==> src/rtl/core/scaled_decimal_alu_macros.svh <==
// ----------------------------------------------------------------------------
// Scaled decimal ALU assertion macros
// Shorthand for the concurrent checks used in the ALU modules.
// ----------------------------------------------------------------------------
`ifndef SCALED_DECIMAL_ALU_MACROS_SVH
`define SCALED_DECIMAL_ALU_MACROS_SVH

// Check that a condition holds in the same cycle as its trigger
`define SDA_ASSERT_IMP(lbl, ante, cons, msg) \
  lbl: assert property (@(posedge clk_i) disable iff (!rst_ni) (ante) |-> (cons)) \
    else $error(msg);

// Check that a condition holds in the cycle after its trigger
`define SDA_ASSERT_NXT(lbl, ante, cons, msg) \
  lbl: assert property (@(posedge clk_i) disable iff (!rst_ni) (ante) |=> (cons)) \
    else $error(msg);

`endif

==> src/rtl/core/sda_pkg.sv <==
// ----------------------------------------------------------------------------
// Scaled decimal ALU package
// Datapath widths, operation and status codes, sequencer states.
// ----------------------------------------------------------------------------
`timescale 1ns / 1ps

package sda_pkg;

  // Magnitude datapath width: holds a 128-bit operand times 10^36
  localparam int W  = 256;
  localparam int CW = $clog2(W);
  localparam int MW = 128;

  typedef enum logic [3:0] {
    OP_ADD   = 4'd0,
    OP_SUB   = 4'd1,
    OP_MUL   = 4'd2,
    OP_DIV   = 4'd3,
    OP_MOD   = 4'd4,
    OP_GT    = 4'd5,
    OP_LT    = 4'd6,
    OP_LE    = 4'd7,
    OP_GE    = 4'd8,
    OP_EQ    = 4'd9,
    OP_NE    = 4'd10,
    OP_ROUND = 4'd11,
    OP_NEG   = 4'd12,
    OP_ABS   = 4'd13
  } op_e;

  typedef enum logic [1:0] {
    ST_OK   = 2'd0,
    ST_OVF  = 2'd1,
    ST_ZDIV = 2'd2,
    ST_UNK  = 2'd3
  } status_e;

  typedef enum logic [3:0] {
    S_IDLE,
    S_SCALE,
    S_ADD,
    S_SUB2,
    S_CMP,
    S_MUL,
    S_DIV,
    S_RND_CMP,
    S_RND_INC,
    S_TRIM,
    S_CHECK,
    S_DONE
  } state_e;

  // Power of ten at full datapath width, for elaboration-time constants
  function automatic logic [W-1:0] pow10_f(input int unsigned n);
    logic [W-1:0] v;
    v = W'(1);
    for (int unsigned i = 0; i < n; i++) begin
      v = (v << 3) + (v << 1);
    end
    return v;
  endfunction

endpackage

==> src/rtl/core/sda_addsub.sv <==
// ----------------------------------------------------------------------------
// Scaled decimal ALU shared adder
// Full-width add or subtract; carry out on subtract means a >= b.
// ----------------------------------------------------------------------------
`timescale 1ns / 1ps

module sda_addsub import sda_pkg::*; (
  input  logic [W-1:0] a_i,
  input  logic [W-1:0] b_i,
  input  logic         sub_i,
  output logic [W-1:0] sum_o,
  output logic         carry_o
);

  logic [W:0] full;

  // Invert and add one for subtract
  assign full    = {1'b0, a_i} + {1'b0, b_i ^ {W{sub_i}}} + (W+1)'(sub_i);
  assign sum_o   = full[W-1:0];
  assign carry_o = full[W];

endmodule
==> config.mk <==
export PLATFORM = sky130hd
export DESIGN_NAME = sda_addsub
export DESIGN_NICKNAME = d
export VERILOG_FILES = /design/src/rtl/core/scaled_decimal_alu_macros.svh /design/src/rtl/core/sda_pkg.sv /design/src/rtl/core/sda_addsub.sv
export SDC_FILE = /design/constraint.sdc
export NUM_CORES = 1
export LEC_CHECK = 0
export BUFFER_PORTS_ARGS = -buffer_cell sky130_fd_sc_hd__buf_4
export CAP_MARGIN = 20
export CORE_AREA = 3 3 297 299
export DETAILED_ROUTE_END_ITERATION = 12
export DIE_AREA = 0 0 300 302
export PLACE_DENSITY_LB_ADDON = 0.1
export SYNTH_ARGS = -nofsm -noshare
export SYNTH_HDL_FRONTEND = slang
export SYNTH_SLANG_ARGS = --single-unit
==> constraint.sdc <==
create_clock -name vclk -period 9.1
set_input_delay 1.82 -clock vclk [all_inputs]
set_output_delay 1.82 -clock vclk [all_outputs]
set_load 0.02 [all_outputs]
==> results of run 1 <==
[synthesized netlist by cell type, types with 27 or more instances]
master | instances | share of area
a21oi_1 | 468 | 0.11
xor2_1 | 350 | 0.14
nand2_1 | 344 | 0.060
nor2_1 | 318 | 0.056
ha_1 | 285 | 0.17
o21ai_0 | 259 | 0.061
nand4_1 | 181 | 0.053
xnor2_1 | 156 | 0.064
clkbuf_1 | 138 | 0.024
a21o_1 | 119 | 0.042
o21bai_1 | 82 | 0.029
inv_1 | 80 | 0.014
nor3_1 | 68 | 0.016
o21a_1 | 30 | 0.011
o31ai_1 | 30 | 0.011
a31oi_1 | 28 | 0.0082
nand3_1 | 28 | 0.0066
nor4_1 | 28 | 0.0082
nand2b_1 | 27 | 0.0079
[tightest hold or removal path, stage by stage]
cell    delay [ns]
buf_4         0.09
xor2_1        0.08
buf_4         0.16
[layer usage]
metal / global-route usage / up-vias / part of all wire
li1: - / 13620 / -
met1: 0.3594 / 13470 / 0.43
met2: 0.5061 / 1023 / 0.49
met3: 0.03718 / 104 / 0.061
met4: 0.05627 / 12 / 0.021
met5: 0 / - / 0.00056
[worst min-delay path by stage]
stage	startpoint	endpoint	cells after the start
2_1_floorplan	b_i[0]	sum_o[0]	1
3_3_place_gp	a_i[0]	sum_o[0]	3
3_5_place_dp	a_i[0]	sum_o[0]	3
4_1_cts	a_i[0]	sum_o[0]	3
5_1_grt	a_i[0]	sum_o[0]	3
6_report	a_i[0]	sum_o[0]	3
[cell type report]
class / count / area (sq um) / area share
Timing Repair Buffer: 895 / 6761 / 0.2332
Multi-Input combinational cell: 3081 / 20470 / 0.7060
Inverter: 80 / 300.3 / 0.01036
Tap cell: 1144 / 1431 / 0.04937
Antenna cell: 12 / 30.03 / 0.001036
[cell families (layout without fill, tap and decap cells)]
kind of cell | after synthesis | after routing | share of synthesized area
AOI/OAI and AO/OA | 1190 | 1190 | 0.3375
xor gates and xnor gates | 506 | 506 | 0.2075
and+or+nand+nor | 1095 | 1095 | 0.2412
buffers and inverters | 248 | 975 | 0.04405
other | 0 | 12 | 0
muxes | 4 | 4 | 0.001874
adders and majority gates | 286 | 286 | 0.1679
[cell usage in the layout, fill, tap and decap left out, types with 11 or more instances in the layout]
cell type / count
buf_4: 890
a21oi_1: 468
xor2_1: 350
nand2_1: 344
nor2_1: 318
ha_1: 285
o21ai_0: 259
nand4_1: 181
xnor2_1: 156
a21o_1: 119
o21bai_1: 82
inv_1: 80
nor3_1: 65
o21a_1: 30
o31ai_1: 30
nand3_1: 28
a31oi_1: 28
nand2b_1: 27
nor4_1: 26
o21ai_1: 23
a21boi_0: 19
or2_2: 18
o211ai_1: 18
a211oi_1: 18
or3_1: 15
diode_2: 12
nor2b_1: 12
and4_1: 11
and3_1: 11
[power by group]
part	total, mW	leakage (nW)	internal [mW]	switching (mW)
Clock	0.000000179	0.0000761	0.000000179	0
Sequential	0	0	0	0
Combinational	4.12	12.9	1.52	2.60
[what timing repair did]
item / CTS / global route
buffers inserted: 0 / 0
endpoints found under the setup margin: 0 / 10
resized for setup: 0 / 9
hold buffers: 0 / 0
==> impl_metrics.yaml, run 1 <==
die:
  core_sq_um: 85410
  rows: 107
  pin_count: 770
  dieArea_sq_um: 90600
  die_w_um: 300
  fp.dieH_um: 302
  initial_core_util: 0.2501
timing:
  finalWorstSetupSlack_ns: 0.1784
  fin_hold_ws_ns: 3.965
  setup_viol: 0
  slew_viol_final: 0
  post-route-min-period_ns: 8.922
  fin_crit_sh: 0.9804
  setup_tns_ns: 0
  rsz0062_at_grt: "false"
  fmax_mhz: 112.1
  relSlewSlack: 0.4354
  hold_viol_final: 0
  worst_pin_slew_ns: 0.8398
final_layout:
  seq_cell_count: 0
  n_fill_cell: 9754
  areaGrowthSynthToFinish_pct: 35.74
  final_core_util: 0.3395
  clkbuf_count: 0
  final_cell_count_no_fill: 5212
  post_route_cells_drive_above_1_share: 0.2310
  regArea_sq_um: 0
  nNetsFinal: 4857
  design_area_sq_um: 29000
placement:
  dp.cells: 5200
  pre_cts_slack_ns: 0.05737
  portBuffers: 770
  hpwl_um: 124000
  dpl-instance-area_sq_um: 28910
  place_congestion: 0.9749
pwr:
  power_density_nw_per_um2: 142.1
  leakage_nw: 12.92
  ir_worst_vdd_uv: 91.73
  total_power_mw: 4.121
setup_path:
  arrival_ns: 7.10
  worstPathRequired_ns: 7.28
  crit_chain: "buf_8 > buf_12 > xor2_1 > ha_1 > a21oi_1 > nand2_1 > o21ai_0 > nand2_1 > o311a_1 > nor3_2 > nor3_1 > o21ai_1 > o31ai_1 > buf_4 > a21o_1 > o31ai_1 > buf_4 > mux2i_1 > a311oi_1 > buf_4"
  path_class: "input port to primary output"
  critical_path.max_fanout: 30
  path_depth: 20
  startpoint_type: "input port"
  critPathLaunch: "sub_i"
  end_kind: "primary output"
  cp_common_cell: "buf_4"
  critPathSlowestCell: "o21ai_0"
  slowest_delay_ns: 0.52
  crit_end: "sum_o[231]"
  path_delay_family: "compound AO/OA/AOI/OAI gates"
  cp_num_buf_inv: 5
global_routing:
  grt_usage: 0.2818
  grt_max_degree: 41
  antenna_found_initial: 19
  first_global_vias: 28040
  overflow: 0
  grt_pass1_wl_um: 192600
route:
  wirelength_um: 136700
  drc: 0
  wl_per_cell_um: 26.23
  drt_first_iter_violations: 2289
  firstDrtPassIters: 5
  drtAntennaViolNets: 0
  vias_per_cell: 5.416
  vias: 28230
job:
  drv_cap: 0
status:
  status: "complete, no violations"
logic_synthesis:
  netlist_area_sq_um: 21360
  netlist-cell-type-count: 80
  synth_nets: 4128
  syn_avg_cell_area_sq_um: 6.416
  synth_seq_area_share: 0
  yosysWarningCount: 0
  synth_cells: 3329
worst_hold_path:
  hp-class: "input port to primary output"
(Power assumes the default switching activity.)
==> run 2: changes to the inputs <==
clock period = 11.4 ns   (was 9.1 ns; I/O delays follow)
==> impl_metrics.yaml, run 2 (synthesized netlist as in run 1, its figures left out) <==
die:
  die_w_um: 300
  pin_count: 770
  core_sq_um: 85410
  initial_core_util: 0.2501
  dieArea_sq_um: 90600
  rows: 107
  fp.dieH_um: 302
pwr:
  total_power_mw: 3.207
  leakage_nw: 12.42
  ir_worst_vdd_uv: 53.78
  power_density_nw_per_um2: 113.8
setup_path:
  crit_chain: "buf_8 > buf_12 > xor2_1 > ha_1 > nand4_1 > nor4_1 > and2_1 > and4_1 > a32oi_1 > a211oi_1 > nor3_1 > buf_4 > o21a_1 > o21ai_1 > a21oi_1 > o41ai_1 > a41oi_1 > xnor2_1 > buf_4"
  arrival_ns: 8.33
  cp_common_cell: "buf_4"
  startpoint_type: "input port"
  end_kind: "primary output"
  worstPathRequired_ns: 9.12
  slowest_delay_ns: 0.73
  path_class: "input port to primary output"
  critPathSlowestCell: "o41ai_1"
  critical_path.max_fanout: 57
timing:
  setup_viol: 0
  fin_crit_sh: 0.9306
  hold_viol_final: 0
  relSlewSlack: 0.1922
  slew_viol_final: 0
  post-route-min-period_ns: 10.61
  setup_tns_ns: 0
  worst_pin_slew_ns: 1.201
  rsz0062_at_grt: "false"
  fmax_mhz: 94.26
placement:
  dpl-instance-area_sq_um: 28160
  hpwl_um: 121700
  portBuffers: 770
  place_congestion: 0.9763
global_routing:
  grt_usage: 0.2783
  overflow: 0
  first_global_vias: 27910
  grt_max_degree: 89
  grt_pass1_wl_um: 190500
  antenna_found_initial: 30
final_layout:
  final_common_cell: "buf_4"
  areaGrowthSynthToFinish_pct: 31.97
  mostFrequentLayoutCells: "790 x buf_4, 468 x a21oi_1, 350 x xor2_1"
  n_fill_cell: 9678
  regArea_sq_um: 0
  final_core_util: 0.3300
  seq_cell_count: 0
  post_route_cells_drive_above_1_share: 0.2094
  clkbuf_count: 0
  multi_input_area_sq_um: 20420
  nNetsFinal: 4756
  design_area_sq_um: 28190
route:
  drc: 0
  drt_first_iter_violations: 2287
  wirelength_um: 134900
  drtAntennaViolNets: 0
  wl_per_cell_um: 26.39
  vias: 28100
  vias_per_cell: 5.497
  firstDrtPassIters: 6
clock_tree:
  post-cts-setup-buffers: 0
  ctsResizeCount: 0
  ctsHoldBuffers: 0
job:
  drv_cap: 0
worst_hold_path:
  hp-class: "input port to primary output"
  hold_end: "sum_o[0]"
  hold_path_depth: 3
  min-delay-start: "a_i[0]"
status:
  status: "complete, no violations"
-- run 2: power by group --
| group | total [mW] | switching, mW | leakage [nW] | internal (mW) |
|---|---|---|---|---|
| Clock | 0.000000155 | 0 | 0.0000824 | 0.000000155 |
| Sequential | 0 | 0 | 0 | 0 |
| Combinational | 3.21 | 2.05 | 12.4 | 1.16 |
-- run 2: how the worst max path moves through the flow --
stage / startpoint / to / depth (start not counted)
floorplan: sub_i / sum_o[228] / 19
global placement: sub_i / sum_o[244] / 17
detailed placement: sub_i / sum_o[252] / 17
CTS: sub_i / sum_o[252] / 17
global route: sub_i / sum_o[252] / 17
finish: sub_i / sum_o[254] / 19
-- run 2: cell type report --
type / instances / share of cell area
tap: 1144 / 0.05078
timing repair buffer: 794 / 0.2130
antenna: 13 / 0.001154
multi-input combinational: 3081 / 0.7244
inverter: 80 / 0.01065
-- run 2: routing by layer --
layer | part of all wire | track usage
met1 | 0.42 | 0.3506
met2 | 0.49 | 0.4957
met3 | 0.062 | 0.04644
met4 | 0.023 | 0.06034
met5 | 0.0015 | 0
-- run 2: critical path, delay by kind of cell --
| family | cells | cell delay, ns |
|---|---|---|
| adder cells (fa/ha/maj) | 1 | 0.47 |
| AO/OA/AOI/OAI | 7 | 2.59 |
| XOR/XNOR | 2 | 0.29 |
| AND/OR/NAND/NOR | 5 | 1.45 |
| buffers and inverters | 4 | 1.06 |
-- run 2: metrics by stage --
step	setup slack, ns	instances	hold slack, ns
floorplan	1.995	3329	4.684
global placement	0.9389	5099	4.879
detailed placement	0.9254	5099	4.878
CTS	0.8906	5099	4.884
global route	0.5359	5109	4.895
finish	0.7915	5112	4.889
